### src/hw/rtl/csm_pkg.sv
`default_nettype none

package csm_pkg;

	localparam int unsigned QDEPTH = 4;

	localparam logic [7:0] CH_SLASH  = 8'h2F;
	localparam logic [7:0] CH_STAR   = 8'h2A;
	localparam logic [7:0] CH_DQUOTE = 8'h22;
	localparam logic [7:0] CH_SQUOTE = 8'h27;
	localparam logic [7:0] CH_BSLASH = 8'h5C;
	localparam logic [7:0] CH_LF     = 8'h0A;
	localparam logic [7:0] CH_CR     = 8'h0D;
	localparam logic [7:0] CH_SPACE  = 8'h20;

	typedef struct packed {
		logic [7:0] text_byte;
		logic       end_of_text;
	} in_word_t;

	typedef struct packed {
		logic [7:0] masked_byte;
		logic       final_byte;
	} out_word_t;

	typedef struct packed {
		logic [1:0] n;
		out_word_t  w0;
		out_word_t  w1;
	} push_t;

endpackage

`default_nettype wire

### src/hw/rtl/comment_string_masker_unit.sv
// Masks comments and string literals in a byte stream of source text.
// The text channel takes one word per cycle: a byte and an end-of-text mark.
// The masked channel returns one word per byte, the byte itself or a space
// where it lies inside a comment or a string; line breaks are always kept.
// The last word of a text carries final_byte.
// An opening slash, a star inside a block comment and a backslash inside a
// string are held back until the next byte shows what they start, so one
// input word can release zero, one or two output words.
// An accepted text word is registered in the input stage, and the words it
// releases are written to the output queue, which presents them in order.
// Throughput is one word per cycle in both directions; the input may stall
// when the four-entry output queue lacks room for two words.
// Reset clears the scanner to code mode, drops any held byte and empties
// the output queue. When the receiver stalls, the queue fills and then the
// text channel stalls; no word is lost and the presented word holds steady.
`default_nettype none

module comment_string_masker_unit
	import csm_pkg::*;
#(
	parameter int unsigned DEPTH = QDEPTH
) (
	input  wire logic      clk,
	input  wire logic      arst_n,
	input  wire logic      text_valid,
	output logic           text_stall,
	input  wire in_word_t  text,
	output logic           masked_valid,
	input  wire logic      masked_stall,
	output out_word_t      masked
);

	push_t push;
	logic  room;

	csm_scan u_scan (
		.clk        (clk),
		.arst_n     (arst_n),
		.text_valid (text_valid),
		.text_stall (text_stall),
		.text       (text),
		.room       (room),
		.push       (push)
	);

	csm_queue #(.DEPTH(DEPTH)) u_queue (
		.clk          (clk),
		.arst_n       (arst_n),
		.push         (push),
		.room         (room),
		.masked_valid (masked_valid),
		.masked_stall (masked_stall),
		.masked       (masked)
	);

endmodule

`default_nettype wire

### src/hw/rtl/csm_scan.sv
`default_nettype none

module csm_scan
	import csm_pkg::*;
(
	input  wire logic     clk,
	input  wire logic     arst_n,
	input  wire logic     text_valid,
	output logic          text_stall,
	input  wire in_word_t text,
	input  wire logic     room,
	output push_t         push
);

	typedef enum logic [3:0] {
		M_CODE  = 4'b0001,
		M_LINE  = 4'b0010,
		M_BLOCK = 4'b0100,
		M_STR   = 4'b1000
	} mode_t;

	typedef struct packed {
		logic       emit;
		logic [7:0] b;
		mode_t      mode;
		logic       qs;
		logic       hold;
	} fresh_t;

	function automatic logic is_break(input logic [7:0] c);
		return (c == CH_LF) || (c == CH_CR);
	endfunction

	function automatic fresh_t take_fresh(input logic [7:0] c, input logic last,
		input mode_t mode, input logic qs);
		fresh_t     f;
		logic [7:0] q;
		f.emit = 1'b0;
		f.b    = CH_SPACE;
		f.mode = mode;
		f.qs   = qs;
		f.hold = 1'b0;
		q      = qs ? CH_SQUOTE : CH_DQUOTE;
		unique case (mode)
			M_LINE: begin
				f.emit = 1'b1;
				if (is_break(c)) begin
					f.mode = M_CODE;
					f.b    = c;
				end
			end
			M_BLOCK: begin
				if (c == CH_STAR && !last) begin
					f.hold = 1'b1;
				end else begin
					f.emit = 1'b1;
					f.b    = is_break(c) ? c : CH_SPACE;
				end
			end
			M_STR: begin
				if (c == CH_BSLASH && !last) begin
					f.hold = 1'b1;
				end else if (c == q) begin
					f.emit = 1'b1;
					f.mode = M_CODE;
				end else begin
					f.emit = 1'b1;
					f.b    = is_break(c) ? c : CH_SPACE;
				end
			end
			default: begin
				if (c == CH_SLASH && !last) begin
					f.hold = 1'b1;
				end else if (c == CH_DQUOTE || c == CH_SQUOTE) begin
					f.emit = 1'b1;
					f.qs   = (c == CH_SQUOTE);
					f.mode = M_STR;
				end else begin
					f.emit = 1'b1;
					f.b    = c;
				end
			end
		endcase
		return f;
	endfunction

	logic       valid_s1;
	in_word_t   word_s1;
	mode_t      mode_q, mode_n;
	logic       qs_q, qs_n;
	logic       held_q, held_n;
	logic [7:0] held_byte_q;
	logic       go;
	fresh_t     f;
	logic [7:0] c;
	logic       last;

	assign go         = valid_s1 && room;
	assign text_stall = valid_s1 && !room;
	assign c          = word_s1.text_byte;
	assign last       = word_s1.end_of_text;

	always_ff @(posedge clk or negedge arst_n) begin
		if (!arst_n) begin
			valid_s1 <= 1'b0;
		end else if (!text_stall) begin
			valid_s1 <= text_valid;
		end
	end

	always_ff @(posedge clk) begin
		if (!text_stall && text_valid) begin
			word_s1 <= text;
		end
	end

	always_comb begin
		push   = '0;
		mode_n = mode_q;
		qs_n   = qs_q;
		held_n = 1'b0;
		f      = take_fresh(c, last, mode_q, qs_q);
		if (held_q) begin
			unique case (mode_q)
				M_BLOCK: begin
					push.w0.masked_byte = CH_SPACE;
					if (c == CH_SLASH) begin
						push.n              = 2'd2;
						push.w1.masked_byte = CH_SPACE;
						mode_n              = M_CODE;
					end else begin
						push.n              = f.emit ? 2'd2 : 2'd1;
						push.w1.masked_byte = f.b;
						mode_n              = f.mode;
						qs_n                = f.qs;
						held_n              = f.hold;
					end
				end
				M_STR: begin
					push.n              = 2'd2;
					push.w0.masked_byte = CH_SPACE;
					push.w1.masked_byte = is_break(c) ? c : CH_SPACE;
				end
				default: begin
					if (mode_q == M_CODE && (c == CH_SLASH || c == CH_STAR)) begin
						push.n              = 2'd2;
						push.w0.masked_byte = CH_SPACE;
						push.w1.masked_byte = CH_SPACE;
						mode_n              = (c == CH_SLASH) ? M_LINE : M_BLOCK;
					end else begin
						push.w0.masked_byte = held_byte_q;
						push.n              = f.emit ? 2'd2 : 2'd1;
						push.w1.masked_byte = f.b;
						mode_n              = f.mode;
						qs_n                = f.qs;
						held_n              = f.hold;
					end
				end
			endcase
		end else begin
			push.n              = f.emit ? 2'd1 : 2'd0;
			push.w0.masked_byte = f.b;
			mode_n              = f.mode;
			qs_n                = f.qs;
			held_n              = f.hold;
		end
		if (last) begin
			push.w0.final_byte = (push.n == 2'd1);
			push.w1.final_byte = (push.n == 2'd2);
			mode_n             = M_CODE;
			qs_n               = 1'b0;
			held_n             = 1'b0;
		end
		if (!go) begin
			push.n = 2'd0;
		end
	end

	always_ff @(posedge clk or negedge arst_n) begin
		if (!arst_n) begin
			mode_q <= M_CODE;
			qs_q   <= 1'b0;
			held_q <= 1'b0;
		end else if (go) begin
			mode_q <= mode_n;
			qs_q   <= qs_n;
			held_q <= held_n;
		end
	end

	always_ff @(posedge clk) begin
		if (go && held_n) begin
			held_byte_q <= c;
		end
	end

	a_end_clears: assert property (@(posedge clk) disable iff (!arst_n)
		(go && last) |=> (!held_q && mode_q == M_CODE && !qs_q))
		else $error("state not cleared after the final word");

	a_no_hold_in_line: assert property (@(posedge clk) disable iff (!arst_n)
		held_q |-> (mode_q != M_LINE))
		else $error("byte held in line comment");

	a_push_needs_room: assert property (@(posedge clk) disable iff (!arst_n)
		(push.n != 2'd0) |-> room)
		else $error("push without queue room");

endmodule

`default_nettype wire

### src/hw/rtl/csm_queue.sv
`default_nettype none

module csm_queue
	import csm_pkg::*;
#(
	parameter int unsigned DEPTH = QDEPTH
) (
	input  wire logic  clk,
	input  wire logic  arst_n,
	input  wire push_t push,
	output logic       room,
	output logic       masked_valid,
	input  wire logic  masked_stall,
	output out_word_t  masked
);

	localparam int unsigned AW = $clog2(DEPTH);
	localparam int unsigned CW = $clog2(DEPTH + 1);

	out_word_t         mem [DEPTH];
	logic [AW-1:0]     wr_q, rd_q;
	logic [CW-1:0]     count_q;
	logic              pop;

	assign masked_valid = (count_q != '0);
	assign masked       = mem[rd_q];
	assign pop          = masked_valid && !masked_stall;
	assign room         = (count_q <= CW'(DEPTH - 2));

	always_ff @(posedge clk or negedge arst_n) begin
		if (!arst_n) begin
			wr_q    <= '0;
			rd_q    <= '0;
			count_q <= '0;
		end else begin
			wr_q    <= wr_q + AW'(push.n);
			rd_q    <= rd_q + AW'(pop);
			count_q <= count_q + CW'(push.n) - CW'(pop);
		end
	end

	always_ff @(posedge clk) begin
		if (push.n != 2'd0) begin
			mem[wr_q] <= push.w0;
		end
		if (push.n == 2'd2) begin
			mem[wr_q + AW'(1)] <= push.w1;
		end
	end

	a_count_bound: assert property (@(posedge clk) disable iff (!arst_n)
		count_q <= CW'(DEPTH))
		else $error("queue overflow");

	a_count_track: assert property (@(posedge clk) disable iff (!arst_n)
		(push.n == 2'd0 && !pop) |=> $stable(count_q))
		else $error("queue count moved without push or pop");

	a_push_with_room: assert property (@(posedge clk) disable iff (!arst_n)
		(push.n != 2'd0) |-> room)
		else $error("push while the queue lacks room");

endmodule

`default_nettype wire
### config.mk
export PLATFORM = sky130hd
export DESIGN_NAME = comment_string_masker_unit
export DESIGN_NICKNAME = d
export VERILOG_FILES = /design/src/hw/rtl/csm_pkg.sv /design/src/hw/rtl/comment_string_masker_unit.sv /design/src/hw/rtl/csm_scan.sv /design/src/hw/rtl/csm_queue.sv
export SDC_FILE = /design/constraint.sdc
export NUM_CORES = 1
export LEC_CHECK = 0
export ABC_AREA = 1
export BUFFER_PORTS_ARGS = -buffer_cell sky130_fd_sc_hd__buf_2
export CORE_UTILIZATION = 50
export DETAILED_ROUTE_END_ITERATION = 16
export HOLD_SLACK_MARGIN = 0.15
export PLACE_DENSITY = 0.72
export SLEW_MARGIN = 20
export SYNTH_ARGS = -nofsm -noshare
export SYNTH_HDL_FRONTEND = slang
export SYNTH_SLANG_ARGS = --single-unit
### constraint.sdc
create_clock -name clk -period 3.5 [get_ports clk]
set_input_delay 0.35 -clock clk [delete_from_list [all_inputs] [get_ports clk]]
set_output_delay 0.35 -clock clk [all_outputs]
set_load 0.01 [all_outputs]
Yosys cells after proc, flatten, opt, wreduce, memory -nomap -nowiden:

Memory sizes are Yosys's and may differ from the RTL's.
Index checks and enable logic that the tools add are counted.

* register bits: 31
* bits in latches: 0
* memory bits (writable): 36
* memory bits (read-only): 0
* bits of input ports: 13
* word-level logic and storage cells: 106
* memories: 1

Memory list
* u_queue.mem: depth 4, bits a word 9, read ports 1, clocked after Yosys merged registers in 0, write ports 2, line csm_queue.sv:20 `out_word_t mem [DEPTH];`

* $add $sub $neg: 5
* multipliers: 0
* divide/modulo/power cells: 0
* magnitude comparators: 1
* eq/ne operators: 18
* shifts and indexed selects: 0
* multiplexer cells: 50
* bitwise operators: 0
* reduce and logical (&&, ||, !) cells: 21

Operators with widths (number)
* 8-bit two-way mux: 6
* 8-bit by 6-bit == test with 1-bit output (second input constant): 4
* 9-bit case mux with 3 select lines: 1
* 10-bit two-way mux: 2
* 4-bit two-way mux: 5
* 10-bit case mux with 2 select lines: 1
* 1-bit two-way mux: 19
* 8-bit by 4-bit == test with 1-bit output (second input constant): 2
* 8-bit case mux with 2 select lines: 1
* 14-bit two-way mux: 1
* 13-bit two-way mux: 1
* 12-bit two-way mux: 1
* 4-bit case mux with 3 select lines: 1
* 1-bit logical AND: 9
* 9-bit two-way mux: 1
* 8-bit by 7-bit == test with 1-bit output (second input constant): 1
* 8-bit == test: 1
* 4-bit by 3-bit inequality test with 1-bit output (second input constant): 2
* 4-bit case mux with 2 select lines: 1
* 2-bit two-way mux: 3
* 3-bit two-way mux: 2
* 5-bit two-way mux: 1
* 2-bit == test (second input constant): 2
* 4-bit by 1-bit == test with 1-bit output (second input constant): 1
* other kinds (20): 26

Logic depth before layout (Yosys ltp):

Gate-level depths: netlist (run 1).

* depth in word-level cells: 14
* depth in mapped cells: 20
* depth with buffers taken out: 18

Modules after synthesis:

From an unflattened synthesis (run 1), not the netlist that was laid out.

* cell total of the unflattened synthesis: 453
* area, all modules: 3921.3 µm²

By module, submodules not included
* csm_queue: times used 1, cells each 239, area an instance 2296.0 µm²
* csm_scan: times used 1, cells each 214, area an instance 1625.3 µm²

Worst setup path after synthesis (run 1):

Ideal clock, no wire load.

* path kind: register to register
* start point: reg u_scan.mode_q[0]
* end point: reg u_queue.count_q[2]
* library setup time: 0.129 ns
* data arrival time: 2.636 ns
* required time: 3.371 ns
* path slack: 0.735 ns
* stages on the path, launching flop included: 20
* buffers on the path: 1
* cells stage by stage: dfstp_2 > inv_2 > nand2_2 > nor2_8 > inv_2 > nand3_1 > nand2_1 > nand3_2 > nand2_2 > nand2_4 > buf_8 > inv_2 > o211ai_2 > ha_1 > inv_1 > ha_1 > inv_1 > fa_1 > xnor2_1 > xor2_1

* longest elaborated chain between the ends: 9

RTL lines
* start: declaration: line csm_scan.sv:89 `mode_t mode_q, mode_n;`
* start signal: assignment: line csm_scan.sv:185 `mode_q <= mode_n;`
* 4-bit == test, or another cell as far along: line csm_scan.sv:44, csm_scan.sv:124
* 9-bit case mux with 3 select lines: line csm_scan.sv:44 `unique case (mode)`
* 2-bit two-way mux: line csm_scan.sv:132, csm_scan.sv:152
* 10-bit two-way mux / 2-bit two-way mux (equally long branches): line csm_scan.sv:145, csm_scan.sv:127
* 10-bit case mux with 2 select lines: line csm_scan.sv:124 `unique case (mode_q)`
* 10-bit two-way mux *: line csm_scan.sv:123 `if (held_q) begin`
* 2-bit two-way mux *: line csm_scan.sv:174 `if (!go) begin`
* 3-bit by 2-bit adder with 3-bit output *: line csm_queue.sv:38 `count_q <= count_q + CW'(push.n) - CW'(pop);`
* 3-bit by 1-bit subtractor with 3-bit output *: line csm_queue.sv:38
* end signal: assignment: line csm_queue.sv:38
* end: declaration: line csm_queue.sv:22 `logic [CW-1:0] count_q;`

Mark *: on every way between the ends. The rest lies on a longest branch, timed or not.
A chain may end at the register's enable or synchronous reset.

Worst setup path in the final report (run 1):

* start point: reg u_scan.word_s1, in the netlist u_scan.last
* end point: reg u_queue.count_q[2]

* longest elaborated chain between the ends: 11

RTL lines
* start: declaration: line csm_scan.sv:88 `in_word_t word_s1;`
* start signal: assignment: line csm_scan.sv:113 `word_s1 <= text;`
* 1-bit zero test *: line csm_scan.sv:53, csm_scan.sv:61, csm_scan.sv:72
* 1-bit logical AND, on equally long branches: line csm_scan.sv:72, csm_scan.sv:53, csm_scan.sv:61
* 14-bit two-way mux, or another cell as far along: line csm_scan.sv:72 `if (c == CH_SLASH && !last) begin`
* 9-bit case mux with 3 select lines *: line csm_scan.sv:44
* 2-bit two-way mux: line csm_scan.sv:132, csm_scan.sv:152
* 10-bit two-way mux / 2-bit two-way mux (equally long branches): line csm_scan.sv:145, csm_scan.sv:127
* 10-bit case mux with 2 select lines: line csm_scan.sv:124
* 10-bit two-way mux *: line csm_scan.sv:123
* 2-bit two-way mux *: line csm_scan.sv:174
* 3-bit by 2-bit adder with 3-bit output *: line csm_queue.sv:38
* 3-bit by 1-bit subtractor with 3-bit output *: line csm_queue.sv:38

Marked as above.

==> flow_summary.toml, run 1 <==
[yosys]
synth_nets = 497
seq_area_frac_synth = 0.486
synth_top_family_by_area = "simple AND/OR/NAND/NOR gates"
ys_async_sr_fraction = 0.209
avgSynthCellArea_um2 = 8.37
ys_warn_count = 0
synth_top_cell_area_share = 0.398
synth_enable_flop_cells = 53
netlist-cell-type-count = 36
synth_commonest_cells = "nand2_1, edfxtp_1, nor2_1"
postSynthCellCount = 478
synth_area_leaders = "edfxtp_1, nand2_1, dfrtp_1, nand4_1, o21ai_0"
synthMostInstantiatedCell = "nand2_1"
ys.flop_type = "edfxtp_1"
synth_adder_area_share = 0.0206
ys_ff_latch = 67
synth-compound-area-share = 0.0832
yosys.area_share.simple = 0.340
muxShareOfSynthArea = 0
synth_xor_area_frac = 0.00876
synth_area_leader_cell = "edfxtp_1"
synth_area_um2 = 4000

[min_path]
hp-class = "input port to register"
min_from = "text[5]"
whs_path_depth = 1

[critical_path]
max_stage_delay_ns = 0.60
endpoint = "u_queue.count_q[2]"
criticalPathCategory = "register to register"
r2r_start = "u_scan.last"
r2r_end = "u_queue.count_q[2]"
path_delay_family = "simple AND/OR/NAND/NOR gates"
crit_slowest_cell = "edfxtp_1"
path_cells = "nor3_1 -> nand3_1 -> nand2_1 -> nand3_2 -> nand2_2 -> nand2_4 -> inv_2 -> o211ai_2 -> ha_1 -> inv_1 -> ha_1 -> inv_1 -> fa_1 -> xnor2_1 -> xor2_1"
rr_worst_depth = 15
crit_start = "u_scan.last"
critPathMaxFanout = 15
reg2reg_slack_ns = 0.49
path_depth = 15
startpoint_type = "register"
critPathArrivalTime_ns = 3.28
cp_num_buf_inv = 3
endpoint_kind = "register"
cp.required_ns = 3.77

[grt]
grt_max_degree = 44
grt_remaining_overflow = 0
grtUsageTotal = 0.229
grt_pass1_wl_mm = 14.8
antenna_found_initial = 0
grt_pass1_vias = 3065

[finish]
drive_gt1_frac = 0.165
syn2layout_area_growth_pct = 10.7
post-route-util = 0.573
diodes = 0
final_design_area_no_fill_um2 = 4430
nNetsFinal = 518

[clock_network]
clk_path_buf_depth = 2
clockRootBuffer = "clkbuf_8"
clk_pin_slew_ns = 0.07
h-tree-depth = 3
clock-sinks = 67
numCtsBuffers = 9
clk-insertion-delay-late_ns = 0.35
cts_tree = "built"
cts.repair.resized = 0

[sta]
rsz0062_at_grt = "no"
final.setup.tns_ns = 0
slew-limit-headroom = 0.474
fin_skew_ns = 0.0124
min_period_over_period = 0.860
worst_pin_slew_ns = 0.787
hold_viol_final = 0
slew_violations = 0
max_freq_ghz = 0.332
layout_min_cycle_time_ns = 3.01
setup_viol = 0

[die]
core_um2 = 7730
die_h_um = 91.4
ios = 24
die_w_um = 91.4
start_util = 0.518
dieArea_um2 = 8360
rows = 32

[pwr]
leakage_nw = 1.86
p_per_area_nw_per_um2 = 696
ir_worst_vdd_uv = 307

[route]
final_antenna_net_count = 0
drt-initial-drc-count = 228
vias = 3373
vias_per_cell = 5.57
dr.pass1.iters = 5
post_drt_wl_per_cell_um = 14.7
routed_wl_mm = 8.88
drc_errors = 0

[flow_run]
maxCapViolCount = 0

[status]
status = "completed"

[placed_design]
place.gp.congestion = 0.956
port-buffer-count = 23
placed_area_um2 = 4200
dp_hpwl_mm = 6.45
==> power breakdown <==
part | total [W] | internal [W] | leakage, nW | switching (W)
Sequential | 0.00120 | 0.00108 | 0.657 | 0.000116
Clock | 0.000726 | 0.000406 | 0.114 | 0.000320
Combinational | 0.00116 | 0.000373 | 1.09 | 0.000788
==> area by class of cell <==
cell class                      instances  area (um^2)
Inverter                               37          139
Multi-Input combinational cell        352         1810
Tap cell                              102          128
Clock buffer                            9          124
Fill cell                             692         3300
Timing Repair Buffer                   32          185
Sequential cell                        67         1940
Clock inverter                          7          100
==> metrics by stage <==
stage	setup WS (ns)	hold WS (ns)	cells	total power [W]
2_1_floorplan	0.735	0.0544	478	0.00202
3_3_place_gp	0.597	0.262	589	0.00233
3_5_place_dp	0.508	0.266	589	0.00237
4_1_cts	0.509	0.169	606	0.00309
5_1_grt	0.275	0.160	606	0.00330
6_report	0.491	0.176	606	0.00308
==> kinds of logic (layout without fill, tap and decap cells) <==
kind of cell | after synthesis | in the layout
XOR/XNOR | 4 | 4
flip-flops | 67 | 67
AND/OR/NAND/NOR | 282 | 282
AO/OA/AOI/OAI | 60 | 60
buffers and inverters | 59 | 85
adder cells (fa/ha/maj) | 6 | 6
==> registers in the layout, summed over array words and instances (netlist names) <==
register	count
u_scan.last	1
u_queue.count_q	3
u_scan.valid_s1	1
u_queue.rd_q	2
u_scan.held_q	1
u_scan.qs_q	1
u_scan.mode_q	4
u_scan.held_byte_q	8
u_scan.c	8
u_queue.wr_q	2
u_queue.mem	36
==> cell usage in the layout, fill, tap and decap left out, drive strengths merged <==
master / n
clkinv: 4
a21oi: 6
o22ai: 9
inv: 38
dfstp: 1
o211ai: 4
nand3b: 1
nand2: 142
clkbuf: 9
edfxtp: 53
fa: 1
nor2: 54
nor3: 6
nand4: 40
dlygate4sd3: 1
bufinv: 2
dfrtp: 13
o21ai: 40
ha: 5
nor4: 1
xnor2: 1
nand3: 38
o21a: 1
buf: 31
xor2: 3
==> worst register-to-register path, delay by kind of cell, from the launching register on <==
kind / cells / cell delay, ns
AOI/OAI and AO/OA: 1 / 0.10
xor gates and xnor gates: 2 / 0.35
adders and majority gates: 3 / 0.80
buffers and inverters: 3 / 0.20
DFF: 1 / 0.60
and+or+nand+nor: 6 / 0.90
==> worst min-delay path by stage <==
stage	to	slack [ns]
after CTS	u_scan.c[4]	0.17
after floorplan	u_queue.count_q[0]	0.05
after global routing	u_scan.c[6]	0.16
after detailed placement	u_scan.mode_q[1]	0.27
after global placement	u_scan.mode_q[1]	0.26
final	u_scan.c[4]	0.18
==> metal layers <==
layer	vias to the layer above	track usage	routed length, um
li1	1686	-	-
met5	-	0	0
met4	0	0.0926	175
met3	16	0.0477	544
met1	1532	0.303	3980
met2	139	0.366	4180
==> timing repair <==
| action | CTS | global route |
|---|---|---|
| buffers inserted | 0 | 0 |
| endpoints found under the setup margin | 0 | 0 |
| hold endpoints to repair | 13 | 0 |
| hold buffers | 1 | 0 |
Power figures use the tool's default switching activity.
==> run 2: changes to the inputs <==
--- a/config.mk
+++ b/config.mk
@@ -7,10 +7,11 @@
 export LEC_CHECK = 0
 export ABC_AREA = 1
 export BUFFER_PORTS_ARGS = -buffer_cell sky130_fd_sc_hd__buf_2
+export CORE_ASPECT_RATIO = 0.9
 export CORE_UTILIZATION = 50
 export DETAILED_ROUTE_END_ITERATION = 16
 export HOLD_SLACK_MARGIN = 0.15
-export PLACE_DENSITY = 0.72
+export PLACE_DENSITY_LB_ADDON = 0.08
 export SLEW_MARGIN = 20
 export SYNTH_ARGS = -nofsm -noshare
 export SYNTH_HDL_FRONTEND = slang
==> flow_summary.toml, run 2 (synthesized netlist as in run 1, its figures left out) <==
[finish]
diodes = 0
layout_common_cells = "nand2_1, edfxtp_1, nor2_1, nand4_1, o21ai_0"
regMostFlops = "u_queue.mem"
largest_reg_flops = 36
nFillCells = 726
drive_gt1_frac = 0.166
syn2layout_area_growth_pct = 10.2
nNetsFinal = 521
layout_commonest_cell = "nand2_1"
layout.cells.non_filler = 603

[die]
start_util = 0.522
die_w_um = 96.3
dieArea_um2 = 8360
ios = 24
core_um2 = 7660
die_h_um = 86.9
rows = 30

[placed_design]
dp_hpwl_mm = 7.02
place.gp.congestion = 0.952
dp.cells = 586
port-buffer-count = 23

[grt]
grt_pass1_wl_mm = 15.6
grt_pass1_vias = 3176
grt_remaining_overflow = 0
grt_max_degree = 28
grtUsageTotal = 0.253
antenna_found_initial = 0

[clock_network]
cts.repair.resized = 0
h-tree-depth = 3
post_cts_buffers = 0
clockRootBuffer = "clkbuf_8"
clk_path_buf_depth = 2
clock-sinks = 67
postCtsHoldBufs = 1
clk_pin_slew_ns = 0.08
numCtsBuffers = 9
clk-insertion-delay-late_ns = 0.35
cts_tree = "built"

[critical_path]
criticalPathCategory = "register to register"
crit_slowest_cell = "edfxtp_1"
critPathMaxFanout = 21
crit_start = "u_scan.c[0]"
path_cells = "nor2_1 -> nand2_1 -> nor2_1 -> nand3_1 -> nand2_1 -> nand3_2 -> nand2_2 -> nand2_4 -> inv_2 -> o211ai_2 -> ha_1 -> inv_1 -> ha_1 -> inv_1 -> fa_1 -> xnor2_1 -> xor2_1"
reg2reg_slack_ns = 0.45
r2r_start = "u_scan.c[0]"
endpoint_kind = "register"
cp.required_ns = 3.76
startpoint_type = "register"
critPathArrivalTime_ns = 3.31
max_stage_delay_ns = 0.49

[pwr]
ir_worst_vdd_uv = 274
leakage_nw = 1.85
p_per_area_nw_per_um2 = 685

[status]
status = "completed"

[sta]
fin_skew_ns = 0.0128
min_period_over_period = 0.871
worst_pin_slew_ns = 0.925
final.setup.tns_ns = 0
layout_min_cycle_time_ns = 3.05
hold_viol_final = 0
rsz0062_at_grt = "no"
setup_viol = 0
slew-limit-headroom = 0.381
slew_violations = 0
max_freq_ghz = 0.328

[route]
routed_wl_mm = 9.64
drt-initial-drc-count = 253
post_drt_wl_per_cell_um = 16.0
drc_errors = 0
vias_per_cell = 5.67
dr.pass1.iters = 5
final_antenna_net_count = 0
vias = 3416

[min_path]
hp-class = "input port to register"
min_from = "text[6]"

[flow_run]
maxCapViolCount = 0
-- run 2: power breakdown --
| part | internal (W) | switching, W |
|---|---|---|
| Clock | 0.000327 | 0.000298 |
| Sequential | 0.00108 | 0.000120 |
| Combinational | 0.000381 | 0.000811 |
| Total | 0.00179 | 0.00123 |
-- run 2: path summary, 6_finish.rpt --
kind | end | cells after the start
setup reg to reg | u_queue.count_q[2] | 17
hold / removal | u_scan.c[5] | 1
setup / recovery | u_queue.count_q[2] | 17
min in group asynchronous | u_scan.qs_q | 2
hold reg to reg | u_scan.qs_q | 2
max in group asynchronous | u_scan.mode_q[0] | 2
-- run 2: cell type report --
cell class | instances | area [um^2] | share of cell area
Sequential cell | 67 | 1940 | 0.441
Multi-Input combinational cell | 352 | 1810 | 0.411
Timing Repair Buffer | 35 | 208 | 0.0471
Inverter | 37 | 139 | 0.0315
Clock buffer | 11 | 131 | 0.0298
Tap cell | 96 | 120 | 0.0273
Clock inverter | 5 | 55.1 | 0.0125
-- run 2: worst max-delay path: cells and delay by family (launching register included) --
family / cells / cell delay (ns)
AND/OR/NAND/NOR: 8 / 1.02
AO/OA/AOI/OAI: 1 / 0.10
flip-flops: 1 / 0.49
adder cells (fa/ha/maj): 3 / 0.79
buffers and inverters: 3 / 0.21
XOR/XNOR: 2 / 0.34
-- run 2: routing by layer --
layer / track usage / part of all wire / vias to the layer above / routed length, um
met4: 0.0841 / 0.014 / 0 / 139
met3: 0.0602 / 0.054 / 11 / 518
met1: 0.346 / 0.48 / 1613 / 4640
met2: 0.397 / 0.45 / 100 / 4340
met5: 0 / 0 / - / 0
li1: - / - / 1692 / -
-- run 2: per-stage QoR --
stage / hold WS [ns] / setup slack, ns / util / cell area (um^2) / power, W
6_report: 0.172 / 0.453 / 0.575 / 4410 / 0.00302
2_1_floorplan: 0.0544 / 0.735 / - / 4000 / 0.00202
3_3_place_gp: 0.274 / 0.548 / 0.550 / 4210 / 0.00237
4_1_cts: 0.156 / 0.453 / 0.575 / 4410 / 0.00303
3_5_place_dp: 0.281 / 0.496 / 0.550 / 4210 / 0.00240
5_1_grt: 0.150 / 0.161 / 0.575 / 4410 / 0.00323
==> run 3: changes to the inputs <==
--- a/config.mk
+++ b/config.mk
@@ -15,4 +15,5 @@
 export SLEW_MARGIN = 20
 export SYNTH_ARGS = -nofsm -noshare
 export SYNTH_HDL_FRONTEND = slang
+export SYNTH_HIERARCHICAL = 1
 export SYNTH_SLANG_ARGS = --single-unit
==> flow_summary.toml, run 3 <==
[route]
drc_errors = 0
top_layer_used = "met4"
drt-initial-drc-count = 154
post_drt_wl_per_cell_um = 14.9
vias_per_cell = 5.33
met2_length_mm = 4.41
wl_met3_um = 379
final_antenna_net_count = 0
vias = 3109
wl_met1_mm = 3.68
dr.pass1.iters = 5
routed_wl_mm = 8.67

[critical_path]
criticalPathCategory = "register to register"
path_cells = "inv_1 -> nand3_1 -> nand3_4 -> inv_4 -> nand2_4 -> a21oi_1 -> nor2_1 -> nor2_1 -> nor2_1 -> o31ai_1 -> buf_4"
crit_slowest_cell = "dfstp_2"
startpoint_type = "register"
endpoint_kind = "register"
cp.required_ns = 3.56
critPathArrivalTime_ns = 2.83
path_delay_family = "simple AND/OR/NAND/NOR gates"
max_stage_delay_ns = 0.58
critPathMaxFanout = 9
cp_num_buf_inv = 3
cpMostUsedCell = "nor2_1"

[sta]
rsz0062_at_grt = "no"
fin_skew_ns = 0.00714
slew_violations = 0
layout_min_cycle_time_ns = 2.78
hold_viol_final = 0
setup_viol = 0
hold_ws_ns = 0.175
slew-limit-headroom = 0.477
final.setup.tns_ns = 0
max_freq_ghz = 0.360
min_period_over_period = 0.793
worst_pin_slew_ns = 0.781

[yosys]
seq_area_frac_synth = 0.496
synth_nets = 470
synth_commonest_cells = "nand2_1, nor2_1, edfxtp_1"
synth_top_cell_area_share = 0.406
ys_async_sr_fraction = 0.209
synthMostInstantiatedCell = "nand2_1"
synth_area_leaders = "edfxtp_1, nand2_1, dfrtp_1, nor2_1, o21ai_0"
synth_area_um2 = 3920
avgSynthCellArea_um2 = 8.66
ys_ff_latch = 67
postSynthCellCount = 453
netlist-cell-type-count = 35
ys_warn_count = 6
ys.flop_type = "edfxtp_1"
synth_area_leader_cell = "edfxtp_1"
synth_enable_flop_cells = 53

[grt]
grtUsageTotal = 0.234
grt_pass1_vias = 2850
grt_max_degree = 23
grt_pass1_wl_mm = 13.9
grt_remaining_overflow = 0
antenna_found_initial = 0

[clock_network]
post_cts_buffers = 0
postCtsHoldBufs = 2
clk_pin_slew_ns = 0.07
clock-sinks = 67
numCtsBuffers = 9
cts_tree = "built"
clockRootBuffer = "clkbuf_8"
cts.repair.resized = 0
clk-insertion-delay-late_ns = 0.35
h-tree-depth = 3
clk_path_buf_depth = 2

[finish]
layout_common_cells = "nand2_1, nor2_1, edfxtp_1, o21ai_0, inv_1"
nNetsFinal = 499
diodes = 0
regMostFlops = "u_queue/mem"
post-route-util = 0.569
syn2layout_area_growth_pct = 10.1
layout_commonest_cell = "nand2_1"
layout.cells.non_filler = 583
drive_gt1_frac = 0.195
largest_reg_flops = 36

[placed_design]
place.gp.congestion = 0.957
dp_hpwl_mm = 6.62
port-buffer-count = 23
dp.cells = 565

[die]
start_util = 0.517
die_w_um = 95.4
ios = 24
core_um2 = 7580
rows = 30
die_h_um = 86.0
dieArea_um2 = 8200

[min_path]
hp-class = "input port to register"

[pwr]
ir_worst_vdd_uv = 250
leakage_nw = 1.87
p_per_area_nw_per_um2 = 659

[status]
status = "completed"

[flow_run]
maxCapViolCount = 0
run 3: cell types whose count changed in the layout (fill, tap and decap cells not counted), moves of 4 or more:
cell and delta:
o21ai_2 +21, o31ai_1 +4, nand2_1 -23, inv_1 +12, o21ai_1 +12, nand4_1 -37
o22ai_1 -8, buf_4 -7, nor2_1 +13, o21ai_0 +4
run 3: metrics by stage:
stage	instance area [um^2]	power (W)	setup WS [ns]
after floorplan	3920	0.00190	0.554
after global placement	4110	0.00222	0.769
after detailed placement	4110	0.00224	0.742
after CTS	4320	0.00287	0.710
after global routing	4320	0.00305	0.417
final	4320	0.00284	0.723
run 3: path summary, 6_finish.rpt:
check | from | end | slack [ns] | cells past startpoint
setup / recovery | u_scan/mode_q[0] | u_queue/mem[1][1] | 0.72 | 11
hold / removal | text[1] | u_scan/c[0] | 0.18 | 1
setup reg to reg | u_scan/mode_q[0] | u_queue/mem[1][1] | 0.72 | 11
hold reg to reg | u_queue/rd_q[1] | u_queue/rd_q[1] | 0.49 | 2
max in group asynchronous | arst_n | u_scan/mode_q[0] | 2.79 | 2
min in group asynchronous | arst_n | u_scan/mode_q[1] | 0.42 | 2
run 3: layout make-up:
cell class / count / area (um^2)
clock inverters: 7 / 67.6
repair buffers: 29 / 165
well taps: 96 / 120
fillers: 703 / 3270
clock buffers: 9 / 124
flip-flops and latches: 67 / 1940
multi-input cells: 324 / 1700
inverters: 51 / 196
run 3: cells by family (layout without fill, tap and decap cells):
group,Yosys count,count (layout),share of synthesized area
buffers and inverters,62,96,0.0708
flip-flops,67,67,0.496
AO/OA/AOI/OAI,91,91,0.146
AND/OR/NAND/NOR,227,227,0.269
adder cells (fa/ha/maj),4,4,0.0147
XOR/XNOR,2,2,0.00447
run 3: routing by layer:
metal,vias up,track usage
met5,-,0
met4,0,0.125
met3,15,0.0372
met2,92,0.402
met1,1431,0.278
li1,1571,-
run 3: power by group:
group	switching [W]	internal, W
clock network	0.000300	0.000326
logic	0.000662	0.000343
registers	0.000134	0.00108
